**config.mk**
```make
export PLATFORM = sky130hd
export DESIGN_NAME = hsl_to_rgb_converter
export DESIGN_NICKNAME = d
export VERILOG_FILES = /design/src/rtl/core/hsl_pkg.sv /design/src/rtl/core/hsl_to_rgb_converter.sv /design/src/rtl/core/hsl_pipe_ctrl.sv /design/src/rtl/core/hsl_prep.sv /design/src/rtl/core/hsl_pq.sv /design/src/rtl/core/hsl_channel.sv
export VERILOG_INCLUDE_DIRS = /design/src /design/src/rtl/core
export SDC_FILE = /design/constraint.sdc
export NUM_CORES = 2
export LEC_CHECK = 0
export BUFFER_PORTS_ARGS = -buffer_cell sky130_fd_sc_hd__buf_2
export CAP_MARGIN = 10
export CORE_UTILIZATION = 60
export CTS_BUF_LIST = sky130_fd_sc_hd__clkbuf_8 sky130_fd_sc_hd__clkbuf_16
export DETAILED_ROUTE_END_ITERATION = 6
export GPL_TIMING_DRIVEN = 1
export HOLD_SLACK_MARGIN = 0.03
export PLACE_DENSITY_LB_ADDON = 0.05
export SYNTH_ARGS = -nofsm -noshare
export SYNTH_HDL_FRONTEND = slang
export SYNTH_SLANG_ARGS = --single-unit
```
**constraint.sdc**
```tcl
create_clock -name clk_i -period 10.4 [get_ports clk_i]
set_input_delay 0.52 -clock clk_i [delete_from_list [all_inputs] [get_ports clk_i]]
set_output_delay 0.52 -clock clk_i [all_outputs]
set_load 0.03 [all_outputs]
```
**src/rtl/core/hsl_to_rgb_converter_defines.svh**
```systemverilog
// ----------------------------------------------------------------------------
// hsl to rgb converter assertion macros
// concurrent assertion wrappers on clk_i, with and without reset masking
// ----------------------------------------------------------------------------
`ifndef HSL_TO_RGB_CONVERTER_DEFINES_SVH
`define HSL_TO_RGB_CONVERTER_DEFINES_SVH

`ifndef NO_ASSERTIONS
`define HSL_ASSERT(lbl, prop) \
  lbl: assert property (@(posedge clk_i) disable iff (!rst_ni) prop) \
    else $error("hsl to rgb converter assertion failed");
`define HSL_ASSERT_ALWAYS(lbl, prop) \
  lbl: assert property (@(posedge clk_i) prop) \
    else $error("hsl to rgb converter assertion failed");
`else
`define HSL_ASSERT(lbl, prop)
`define HSL_ASSERT_ALWAYS(lbl, prop)
`endif

`endif

```
**src/rtl/core/hsl_pkg.sv**
```systemverilog
// ----------------------------------------------------------------------------
// hsl to rgb converter package
// fixed-point formats, turn constants, stage map and the percent table
// ----------------------------------------------------------------------------
package hsl_pkg;

  localparam int FRAC_BITS = 16;
  localparam int FX_W      = FRAC_BITS + 1;
  localparam int HUE_W     = 10;
  localparam int PCT_W     = 7;
  localparam int CH_W      = 8;
  localparam int FAC_W     = 7;

  localparam logic [FX_W-1:0] ONE_FX  = FX_W'(1) << FRAC_BITS;
  localparam logic [FX_W-1:0] HALF_FX = ONE_FX >> 1;

  localparam logic [HUE_W-1:0] TURN            = HUE_W'(720);
  localparam logic [HUE_W-1:0] SIXTH_TURN      = HUE_W'(120);
  localparam logic [HUE_W-1:0] THIRD_TURN      = HUE_W'(240);
  localparam logic [HUE_W-1:0] HALF_TURN       = HUE_W'(360);
  localparam logic [HUE_W-1:0] TWO_THIRDS_TURN = HUE_W'(480);

  // division by 120 as a shift by 3 then a reciprocal multiply by 1/15
  localparam int DIV_PRE_SHIFT = 3;
  localparam int RECIP_SHIFT   = FRAC_BITS + 8;
  localparam int RECIP_W       = RECIP_SHIFT - 3;
  localparam logic [RECIP_W-1:0] RECIP_M =
    RECIP_W'(((64'd1 << RECIP_SHIFT) / 15) + 1);

  localparam int DF_W = FX_W + FAC_W;
  localparam int Y_W  = DF_W - DIV_PRE_SHIFT;
  localparam int YM_W = Y_W + RECIP_W;

  localparam int PCT_MAX   = 100;
  localparam int PCT_LUT_N = 1 << PCT_W;

  localparam int ST_PREP    = 0;
  localparam int ST_MUL     = 1;
  localparam int ST_PQ      = 2;
  localparam int ST_FAC     = 3;
  localparam int ST_DF      = 4;
  localparam int ST_RECIP   = 5;
  localparam int ST_SUM     = 6;
  localparam int ST_OUT     = 7;
  localparam int NUM_STAGES = 8;

  typedef struct packed {
    logic [NUM_STAGES-1:0] en;
  } pipe_ctrl_t;

  typedef struct packed {
    logic [HUE_W-1:0] blue;
    logic [HUE_W-1:0] green;
    logic [HUE_W-1:0] red;
  } hue_set_t;

  typedef logic [FX_W-1:0] pct_lut_t [PCT_LUT_N];

  // percent to fraction, saturated at full scale
  function automatic pct_lut_t build_pct_lut();
    pct_lut_t lut;
    longint unsigned pct;
    for (int i = 0; i < PCT_LUT_N; i++) begin
      pct = (i > PCT_MAX) ? longint'(PCT_MAX) : longint'(i);
      lut[i] = FX_W'((pct << FRAC_BITS) / PCT_MAX);
    end
    return lut;
  endfunction

  localparam pct_lut_t PCT_LUT = build_pct_lut();

endpackage

```
**src/rtl/core/hsl_to_rgb_converter.sv**
```systemverilog
// ----------------------------------------------------------------------------
// hsl to rgb converter
// one hsl colour per transfer in, one 8-bit rgb colour per transfer out
// ----------------------------------------------------------------------------
//  channel  direction  tdata fields (low bit up)
//  s_axis   in         hue_half_deg[9:0] sat_percent[16:10] light_percent[23:17]
//  m_axis   out        red[7:0] green[15:8] blue[23:16]
//
//  one transfer per clock sustained while m_axis_tready is high; tvalid follows the
//  input transfer through the eight register stages: lookup, l*s multiply, p/q,
//  ramp factor, ramp multiply, reciprocal multiply, sum, scale to byte
//  reset clears the stage valid bits only; no clearing pass
//  each stage holds under a stall only while the one after it is full,
//  so bubbles close up and s_axis_tready stays high while any stage is empty
module hsl_to_rgb_converter (
  input  logic        clk_i,
  input  logic        rst_ni,
  input  logic        s_axis_tvalid,
  output logic        s_axis_tready,
  input  logic [23:0] s_axis_tdata,   // hue_half_deg, sat_percent, light_percent
  output logic        m_axis_tvalid,
  input  logic        m_axis_tready,
  output logic [23:0] m_axis_tdata    // red, green, blue
);
  import hsl_pkg::*;

  pipe_ctrl_t      ctrl;
  logic [FX_W-1:0] l, s, p, q;
  logic            sat_zero;
  hue_set_t        hue1, hue3;
  logic [CH_W-1:0] red, green, blue;

  hsl_pipe_ctrl u_ctrl (
    .clk_i       (clk_i),
    .rst_ni      (rst_ni),
    .in_valid_i  (s_axis_tvalid),
    .in_ready_o  (s_axis_tready),
    .out_valid_o (m_axis_tvalid),
    .out_ready_i (m_axis_tready),
    .ctrl_o      (ctrl)
  );

  hsl_prep u_prep (
    .clk_i      (clk_i),
    .ctrl_i     (ctrl),
    .hue_i      (s_axis_tdata[HUE_W-1:0]),
    .sat_i      (s_axis_tdata[HUE_W +: PCT_W]),
    .light_i    (s_axis_tdata[HUE_W+PCT_W +: PCT_W]),
    .l_o        (l),
    .s_o        (s),
    .sat_zero_o (sat_zero),
    .hue_o      (hue1)
  );

  hsl_pq u_pq (
    .clk_i      (clk_i),
    .ctrl_i     (ctrl),
    .l_i        (l),
    .s_i        (s),
    .sat_zero_i (sat_zero),
    .hue_i      (hue1),
    .p_o        (p),
    .q_o        (q),
    .hue_o      (hue3)
  );

  hsl_channel u_red (
    .clk_i  (clk_i),
    .ctrl_i (ctrl),
    .p_i    (p),
    .q_i    (q),
    .hue_i  (hue3.red),
    .chan_o (red)
  );

  hsl_channel u_green (
    .clk_i  (clk_i),
    .ctrl_i (ctrl),
    .p_i    (p),
    .q_i    (q),
    .hue_i  (hue3.green),
    .chan_o (green)
  );

  hsl_channel u_blue (
    .clk_i  (clk_i),
    .ctrl_i (ctrl),
    .p_i    (p),
    .q_i    (q),
    .hue_i  (hue3.blue),
    .chan_o (blue)
  );

  assign m_axis_tdata = {blue, green, red};

endmodule

```
**src/rtl/core/hsl_pipe_ctrl.sv**
```systemverilog
// ----------------------------------------------------------------------------
// hsl pipeline control
// per-stage valid bits and load enables with stall back-propagation
// ----------------------------------------------------------------------------
`include "hsl_to_rgb_converter_defines.svh"

module hsl_pipe_ctrl (
  input  logic               clk_i,
  input  logic               rst_ni,
  input  logic               in_valid_i,
  output logic               in_ready_o,
  output logic               out_valid_o,
  input  logic               out_ready_i,
  output hsl_pkg::pipe_ctrl_t ctrl_o
);
  import hsl_pkg::*;

  logic [NUM_STAGES-1:0] valid_q, valid_d, en;
  logic                  in_fire, out_fire;

  always_comb begin
    en[NUM_STAGES-1] = !valid_q[NUM_STAGES-1] || out_ready_i;
    for (int k = NUM_STAGES - 2; k >= 0; k--) begin
      en[k] = !valid_q[k] || en[k+1];
    end
    valid_d[0] = en[0] ? in_valid_i : valid_q[0];
    for (int k = 1; k < NUM_STAGES; k++) begin
      valid_d[k] = en[k] ? valid_q[k-1] : valid_q[k];
    end
  end

  always_ff @(posedge clk_i or negedge rst_ni) begin
    if (!rst_ni) begin
      valid_q <= '0;
    end else begin
      valid_q <= valid_d;
    end
  end

  assign in_ready_o  = en[0];
  assign out_valid_o = valid_q[NUM_STAGES-1];
  assign ctrl_o.en   = en;
  assign in_fire     = in_valid_i && en[0];
  assign out_fire    = valid_q[NUM_STAGES-1] && out_ready_i;

  `HSL_ASSERT(a_occ_up, in_fire && !out_fire |=> $countones(valid_q) == $past($countones(valid_q)) + 1)
  `HSL_ASSERT(a_occ_down, out_fire && !in_fire |=> $countones(valid_q) == $past($countones(valid_q)) - 1)
  `HSL_ASSERT(a_bubble_accepts, !valid_q[0] |-> in_ready_o)
  `HSL_ASSERT_ALWAYS(a_reset_empty, !rst_ni |=> !out_valid_o && valid_q == '0)

endmodule

```
**src/rtl/core/hsl_prep.sv**
```systemverilog
// ----------------------------------------------------------------------------
// hsl input preparation
// percent to fraction lookup, hue wrap and the three shifted channel hues
// ----------------------------------------------------------------------------
module hsl_prep (
  input  logic                        clk_i,
  input  hsl_pkg::pipe_ctrl_t         ctrl_i,
  input  logic [hsl_pkg::HUE_W-1:0]   hue_i,
  input  logic [hsl_pkg::PCT_W-1:0]   sat_i,
  input  logic [hsl_pkg::PCT_W-1:0]   light_i,
  output logic [hsl_pkg::FX_W-1:0]    l_o,
  output logic [hsl_pkg::FX_W-1:0]    s_o,
  output logic                        sat_zero_o,
  output hsl_pkg::hue_set_t           hue_o
);
  import hsl_pkg::*;

  logic [HUE_W-1:0] hue_w;
  hue_set_t         hue_d, hue_q;
  logic [FX_W-1:0]  l_q, s_q;
  logic             sat_zero_q;

  always_comb begin
    hue_w = (hue_i >= TURN) ? hue_i - TURN : hue_i;
    hue_d.green = hue_w;
    hue_d.red   = (hue_w >= TWO_THIRDS_TURN) ? hue_w - TWO_THIRDS_TURN : hue_w + THIRD_TURN;
    hue_d.blue  = (hue_w >= THIRD_TURN) ? hue_w - THIRD_TURN : hue_w + TWO_THIRDS_TURN;
  end

  always_ff @(posedge clk_i) begin
    if (ctrl_i.en[ST_PREP]) begin
      l_q        <= PCT_LUT[light_i];
      s_q        <= PCT_LUT[sat_i];
      sat_zero_q <= (sat_i == '0);
      hue_q      <= hue_d;
    end
  end

  assign l_o        = l_q;
  assign s_o        = s_q;
  assign sat_zero_o = sat_zero_q;
  assign hue_o      = hue_q;

endmodule

```
**src/rtl/core/hsl_pq.sv**
```systemverilog
// ----------------------------------------------------------------------------
// hsl p and q
// lightness by saturation product, then the q and p levels with clamping
// ----------------------------------------------------------------------------
module hsl_pq (
  input  logic                     clk_i,
  input  hsl_pkg::pipe_ctrl_t      ctrl_i,
  input  logic [hsl_pkg::FX_W-1:0] l_i,
  input  logic [hsl_pkg::FX_W-1:0] s_i,
  input  logic                     sat_zero_i,
  input  hsl_pkg::hue_set_t        hue_i,
  output logic [hsl_pkg::FX_W-1:0] p_o,
  output logic [hsl_pkg::FX_W-1:0] q_o,
  output hsl_pkg::hue_set_t        hue_o
);
  import hsl_pkg::*;

  localparam int M_W    = FX_W + 1;
  localparam int PROD_W = FX_W + M_W;

  logic              l_small;
  logic [M_W-1:0]    mult_b;
  logic [PROD_W-1:0] prod_q;
  logic [FX_W-1:0]   l2_q, s2_q;
  logic              small2_q, zero2_q;
  hue_set_t          hue2_q, hue3_q;

  logic [M_W-1:0]    shifted, q_raw, two_l, p_raw;
  logic [FX_W-1:0]   q_c, p_c, p_q, q_q;

  // stage two: one multiplier, l*(1+s) below half lightness, l*s above
  always_comb begin
    l_small = (l_i < HALF_FX);
    mult_b  = l_small ? ({1'b0, ONE_FX} + {1'b0, s_i}) : {1'b0, s_i};
  end

  always_ff @(posedge clk_i) begin
    if (ctrl_i.en[ST_MUL]) begin
      prod_q   <= PROD_W'(l_i) * PROD_W'(mult_b);
      l2_q     <= l_i;
      s2_q     <= s_i;
      small2_q <= l_small;
      zero2_q  <= sat_zero_i;
      hue2_q   <= hue_i;
    end
  end

  // stage three: q, p, gray forces both to lightness
  always_comb begin
    shifted = prod_q[FRAC_BITS +: M_W];
    q_raw   = small2_q ? shifted : ({1'b0, l2_q} + {1'b0, s2_q} - shifted);
    q_c     = (q_raw > {1'b0, ONE_FX}) ? ONE_FX : q_raw[FX_W-1:0];
    two_l   = {l2_q, 1'b0};
    p_raw   = two_l - {1'b0, q_c};
    if ({1'b0, q_c} > two_l) begin
      p_c = '0;
    end else if (p_raw > {1'b0, ONE_FX}) begin
      p_c = ONE_FX;
    end else begin
      p_c = p_raw[FX_W-1:0];
    end
  end

  always_ff @(posedge clk_i) begin
    if (ctrl_i.en[ST_PQ]) begin
      p_q    <= zero2_q ? l2_q : p_c;
      q_q    <= zero2_q ? l2_q : q_c;
      hue3_q <= hue2_q;
    end
  end

  assign p_o   = p_q;
  assign q_o   = q_q;
  assign hue_o = hue3_q;

endmodule

```
**src/rtl/core/hsl_channel.sv**
```systemverilog
// ----------------------------------------------------------------------------
// hsl channel
// piecewise hue ramp, divide by a sixth turn, scale to an 8-bit channel
// ----------------------------------------------------------------------------
module hsl_channel (
  input  logic                      clk_i,
  input  hsl_pkg::pipe_ctrl_t       ctrl_i,
  input  logic [hsl_pkg::FX_W-1:0]  p_i,
  input  logic [hsl_pkg::FX_W-1:0]  q_i,
  input  logic [hsl_pkg::HUE_W-1:0] hue_i,
  output logic [hsl_pkg::CH_W-1:0]  chan_o
);
  import hsl_pkg::*;

  localparam int SCALE_W = FX_W + CH_W;

  logic [FAC_W-1:0]   fac_d, fac_q;
  logic [HUE_W-1:0]   fall;
  logic [FX_W-1:0]    d_q, p4_q, p5_q, p6_q, v_q;
  logic [DF_W-1:0]    df_q;
  logic [YM_W-1:0]    ym_q;
  logic [Y_W-1:0]     y;
  logic [SCALE_W-1:0] scaled;
  logic [CH_W-1:0]    chan_q;

  always_comb begin
    fall = TWO_THIRDS_TURN - hue_i;
    priority if (hue_i < SIXTH_TURN) begin
      fac_d = hue_i[FAC_W-1:0];
    end else if (hue_i < HALF_TURN) begin
      fac_d = SIXTH_TURN[FAC_W-1:0];
    end else if (hue_i < TWO_THIRDS_TURN) begin
      fac_d = fall[FAC_W-1:0];
    end else begin
      fac_d = '0;
    end
  end

  assign y      = df_q[DF_W-1:DIV_PRE_SHIFT];
  assign scaled = {v_q, {CH_W{1'b0}}} - {{CH_W{1'b0}}, v_q};

  always_ff @(posedge clk_i) begin
    if (ctrl_i.en[ST_FAC]) begin
      d_q   <= (q_i > p_i) ? q_i - p_i : '0;
      fac_q <= fac_d;
      p4_q  <= p_i;
    end
    if (ctrl_i.en[ST_DF]) begin
      df_q <= DF_W'(d_q) * DF_W'(fac_q);
      p5_q <= p4_q;
    end
    if (ctrl_i.en[ST_RECIP]) begin
      ym_q <= YM_W'(y) * YM_W'(RECIP_M);
      p6_q <= p5_q;
    end
    if (ctrl_i.en[ST_SUM]) begin
      v_q <= p6_q + ym_q[RECIP_SHIFT +: FX_W];
    end
    if (ctrl_i.en[ST_OUT]) begin
      chan_q <= scaled[FRAC_BITS +: CH_W];
    end
  end

  assign chan_o = chan_q;

endmodule

```
* Word level (Yosys, flattened, before mapping)
Memory sizes are Yosys's and may differ from the RTL's. A register that Yosys moved wholly into a read port is not among the register bits.
Cells that the tools add are included.
** Operators by class
- $add $sub $neg :: 19
- Multipliers :: 7
- $lt $le $gt $ge :: 17
- Multiplexer cells :: 19
- Bitwise gates (word level) :: 2
- Reductions and logical operators :: 17
** Operator list (count)
- multiplier 21 x 20 -> 40 bit (second input constant) :: 3
- two-way mux 17 bit :: 5
- multiplier 17 x 7 -> 24 bit :: 3
- subtractor 24 x 17 -> 24 bit :: 3
- two-way mux 7 bit :: 9
- < comparator 10 x 9 -> 1 bit (second input constant) :: 6
- adder 17 bit :: 3
- greater-than comparator 18 x 17 -> 1 bit (second input constant) :: 2
- two-way mux 18 bit :: 2
- multiplier 17 x 18 -> 34 bit :: 1
- < comparator 10 x 7 -> 1 bit (second input constant) :: 3
- two-way mux 10 bit :: 3
- subtractor 7 bit (first input constant) :: 3
- adder 17 x 17 -> 18 bit :: 1
- adder 17 x 17 -> 18 bit (first input constant) :: 1
- greater-than comparator 17 x 18 -> 1 bit :: 1
- subtractor 18 x 17 -> 18 bit :: 1
- subtractor 18 bit :: 1
- greater-than comparator 17 bit :: 1
- < comparator 17 x 16 -> 1 bit (second input constant) :: 1
- subtractor 17 bit :: 1
- NOT 7 -> 8 bit :: 2
- adder 10 x 8 -> 10 bit (second input constant) :: 1
- adder 10 x 9 -> 10 bit (second input constant) :: 1
- other kinds (9) :: 23
** Word-level totals
- Register bits after elaboration :: 559
- Memory bits (read-only) :: 4352
- Input bits :: 28
- Output and inout bits :: 26
- Word-level logic and storage cells :: 127
- Memories kept :: 2
** Memories
- (no name shown) :: words 128, bits a word 17, rd ports 1, clocked after memory_dff 1, write ports 0, line hsl_prep.sv:32 : l_q <= PCT_LUT[light_i];
- (no name shown) :: words 128, bits a word 17, rd ports 1, clocked after memory_dff 1, write ports 0, line hsl_prep.sv:33 : s_q <= PCT_LUT[sat_i];

* Depth between registers and ports, before layout
- Depth in word-level cells :: 10
- Gate-level depth with buffers :: 33
- Depth with buffers taken out :: 32

* Cells and area by module
Synthesis repeated with hierarchy kept, for this count alone.
** Unflattened totals
- Cell total of the unflattened synthesis :: 6446
- Area, all modules :: 64787.1 sq um
** By module, submodules not included
- hsl_channel (u_blue ...) :: times used 2, cells each 1270, area each 13495.4 sq um, sequential area each 4144.0 sq um
- hsl_pq :: times used 1, cells each 1694, area each 16905.0 sq um, sequential area each 4444.3 sq um
- hsl_channel (u_red) :: times used 1, cells each 1358, area each 14037.2 sq um, sequential area each 4144.0 sq um
- hsl_prep :: times used 1, cells each 825, area each 6507.5 sq um, sequential area each 1711.6 sq um
- hsl_pipe_ctrl :: times used 1, cells each 29, area each 346.6 sq um, sequential area each 200.2 sq um

* Least setup slack after synthesis
No wires, ideal clock.
- Kind :: register to register
- From :: register u_ctrl.valid_q[7]
- To :: register u_prep.hue_q (netlist bit u_prep.hue_o[0]) (enable)
- Setup time :: 0.881 ns
- Arrival :: 6.394 ns
- Data required time :: 9.519 ns
- Path slack :: 3.125 ns
- Stages on the path, launching flop included :: 7
- Buffers on the path :: 0
- Clock period less this slack :: 7.275 ns
- Path through :: dfrtp_1 nor2b_1 nand3_1 nor2_1 nand3_1 inv_1 nand3_1
** RTL lines
- start, declared :: line hsl_pipe_ctrl.sv:18 : logic [NUM_STAGES-1:0] valid_q, valid_d, en;
- start signal, assigned :: line hsl_pipe_ctrl.sv:36 : valid_q <= valid_d;
- end signal, assigned :: line hsl_prep.sv:35 : hue_q <= hue_d;
- end, declared :: line hsl_prep.sv:19 : hue_set_t hue_d, hue_q;

* Final worst setup path
- From :: register u_pq.l2_q[0]
- To :: register u_pq.p_q[8], in the netlist u_pq.p_o[8], data pin
** On the way
- Cells in the longest elaborated chain, start to end :: 10
- Elaborated cells between the ends (all ways) :: 11
- Classes of those cells :: add/sub (3); order compare (3); mux (5)
** Ends and longest elaborated chain
- start, declared :: line hsl_pq.sv:24 : logic [FX_W-1:0] l2_q, s2_q;
- start signal, assigned :: line hsl_pq.sv:40 : l2_q <= l_i;
- adder 17 x 17 -> 18 bit :: line hsl_pq.sv:51 : q_raw = small2_q ? shifted : ({1'b0, l2_q} + {1'b0, s2_q} - shifted);
- subtractor 18 bit :: line hsl_pq.sv:51
- two-way mux 18 bit :: line hsl_pq.sv:51
- greater-than comparator 18 x 17 -> 1 bit :: line hsl_pq.sv:52 : q_c = (q_raw > {1'b0, ONE_FX}) ? ONE_FX : q_raw[FX_W-1:0];
- two-way mux 17 bit :: line hsl_pq.sv:52
- subtractor 18 x 17 -> 18 bit :: line hsl_pq.sv:54 : p_raw = two_l - {1'b0, q_c};
- greater-than comparator 18 x 17 -> 1 bit :: line hsl_pq.sv:57 : end else if (p_raw > {1'b0, ONE_FX}) begin
- two-way mux 17 bit :: line hsl_pq.sv:57
- two-way mux 17 bit * :: line hsl_pq.sv:55 : if ({1'b0, q_c} > two_l) begin
- two-way mux 17 bit * :: line hsl_pq.sv:66 : p_q <= zero2_q ? l2_q : p_c;
- end signal, assigned :: line hsl_pq.sv:66
- end, declared :: line hsl_pq.sv:29 : logic [FX_W-1:0] q_c, p_c, p_q, q_q;
Every way passes the cells marked *; elsewhere a longest branch is shown, timed or not.
A chain may end at the register's enable or synchronous reset.

==> metrics.txt <==
status finished clean; Max Freq between 100 and 150 MHz; DRT iter0 DRCs ~2600; CP Capture Type flop; global-route wire length before repair a little over 200000 um; top cell family by delay on the critical path compound AO/OA/AOI/OAI gates; Skew-Pair Late Insertion Delay 0.67 ns; Yosys cell types 96; largest area contributor in the netlist edfxtp_1; chip width around 300 um; ant diodes 0; DP HPWL around 96000 um; core area about 0.09 mm^2; Slew Limit Headroom 28.4%; Crit path arrival time 8.27 ns; ANT nets after route 0; footprint of the multi-input gates 0.0371 mm^2; port bufs 53; Async S/R FF share, synth between 1.5 and 2%; Syn Nets 7180; slowest cell on the critical path a2111oi_0; Register-to-Register Path Depth 32; number of global-route vias before repair 39000; std cell rows around 110; crit path max fanout 9; Max stage delay on crit path slightly below 0.6 ns; Post-synth EDFFs 467; Tmin final roughly 7.9 ns; sequential cell area approximately 0.014 mm^2; layout cells sized above 1 ~4.3%; CTS tree done; crit share post-route 75.8%; post-DR wirelength/cell 17.7 um; Die Ht just over 300 um; clock buffer depth 3; I/O pin count 54; RSZ-0062 raised after global routing false; top area cells in the synthesized netlist edfxtp_1 25%, fa_1 21%, ha_1 18%; Worst setup SP type flop; clk root buf clkbuf_16; Setup Skew roughly 0.056 ns; Yosys top cell area share around a quarter; Via Count around 40000; final wirelength 123000 um; hold depth 1; initial core utilization approximately three fifths; CP Class flop to flop; Worst-Margin Slew 1.07 ns; final net count 7116; Sink Count 475; area of the die ~0.094 mm^2; Worst path most repeated cell inv_1; synthesized area per cell 9.70 um^2; setup TNS 0 ns; setup violators final 0; # DRC 0; DR pass1 iterations 5; Final Max Slew Viols 0; Final Hold Viols 0; sequential-to-total area share from yosys stat 25.4%; grt ovf 0; critical path buffer and inverter count 4; initial antenna violation count 0; CP Depth 32; synthesized area 0.0560 mm^2; clock-pin slew on the worst setup and hold paths 0.07 ns; Synth Flop Type edfxtp_1; max-cap violation count 0; CP required around 11 ns; Yosys warnings 0; Fillers a little under 8000; largest net degree at the start of global routing 81; post-DR vias/cell between 5 and 6; Hold Path Class primary input to flop; Routability Congestion ~0.9; Syn-to-layout area delta 5.70%; H-tree levels 2; Synth Instances 5766; GRT Total Usage between 20% and 30%; TritonCTS buffer count 52; Resize count post-CTS 0; post-synthesis register bit count between 400 and 500
cell usage in the layout, fill, tap and decap left out, types with 38 or more instances in the layout:
master,n
nor3_1,69
buf_2,53
xnor2_1,166
buf_4,40
xor2_1,59
nor2_1,273
nand2_1,673
a21o_1,80
a21oi_1,256
clkbuf_16,52
ha_1,792
inv_1,1024
nand2b_1,70
edfxtp_1,467
a211oi_1,38
o21ai_0,225
nand3_1,52
fa_1,594
nor2b_1,51
and2_1,198
cell families after synthesis:
logic type / Yosys count / share of synthesized area, %
multiplexers: 24 / 0.626
AND/OR/NAND/NOR: 1493 / 12.3
XOR/XNOR: 225 / 3.52
buffers and inverters: 1237 / 8.32
AO/OA/AOI/OAI: 925 / 10.8
flip-flops: 475 / 25.4
adder cells (fa/ha/maj): 1387 / 39.0
final timing paths:
check	from	end	slack [ns]
max in group asynchronous	rst_ni	u_ctrl.valid_q[1]	9.98
worst max register to register	u_pq.l2_q[0]	u_pq.p_o[8]	2.52
min in group asynchronous	rst_ni	u_ctrl.valid_q[4]	0.24
worst min-delay path	s_axis_tdata[0]	u_prep.hue_o[0]	0.08
worst min register to register	u_prep.hue_o[15]	u_pq.hue2_q[15]	0.42
worst max-delay path	u_pq.l2_q[0]	u_pq.p_o[8]	2.52
per-layer routing:
metal / global-route usage [%] / vias up / part of all wire (%)
li1: - / 19000 / -
met1: 36.0 / 19100 / 43
met2: 46.5 / 1000 / 50
met3: 2.58 / 155 / 4.8
met4: 6.71 / 0 / 2.2
met5: 0 / - / 0
area by class of cell:
type | count | share of cell area, %
sequential | 475 | 24.0
clock buffer | 52 | 2.20
timing repair buffer | 95 | 0.990
tap | 1243 | 2.63
clock inverter | 43 | 0.865
multi-input combinational | 4054 | 62.8
inverter | 1024 | 6.50
worst register-to-register path: cells and delay by family (launching register included):
kind | cells | cell delay, ns
AOI/OAI and AO/OA | 15 | 3.74
buffers and inverters | 4 | 0.38
DFF | 1 | 0.42
and+or+nand+nor | 9 | 2.01
adders and majority gates | 4 | 1.05
flip-flops by register name, summed over array words and instances, names as in the netlist, 18 cells and up:
| signal | cells |
|---|---|
| u_pq.prod_q | 18 |
| u_green.df_q | 21 |
| u_pq.hue_o | 22 |
| u_prep.hue_o | 22 |
| u_red.df_q | 21 |
| u_blue.df_q | 21 |
| u_pq.hue2_q | 22 |
Yosys cell counts, types with 80 or more instances:
master / n
a21oi_1: 256
and2_1: 198
xnor2_1: 166
inv_1: 1022
clkbuf_1: 196
fa_1: 594
nand2_1: 676
nor2_1: 273
a21o_1: 80
o21ai_0: 225
edfxtp_1: 467
ha_1: 792
per-stage QoR:
step / setup WS [ns] / hold slack, ns / instance area (um^2) / cells / util [%]
after floorplan: 3.13 / 0.224 / 56000 / 5766 / -
after global placement: 2.64 / 0.378 / 57300 / 6889 / 62.2
after detailed placement: 2.53 / 0.382 / 57300 / 6889 / 62.2
after CTS: 2.56 / 0.0404 / 59100 / 6986 / 64.2
after global routing: 1.94 / 0.0567 / 59100 / 6986 / 64.2
final: 2.52 / 0.0755 / 59100 / 6986 / 64.2
timing repair:
item	CTS	global route
hold endpoints to repair	9	0
setup buffers	0	0
hold buffers	2	0
Power is left out: the tool's default activity adds up to more than one toggle a clock period on the data nets, which glitch-free logic cannot reach.
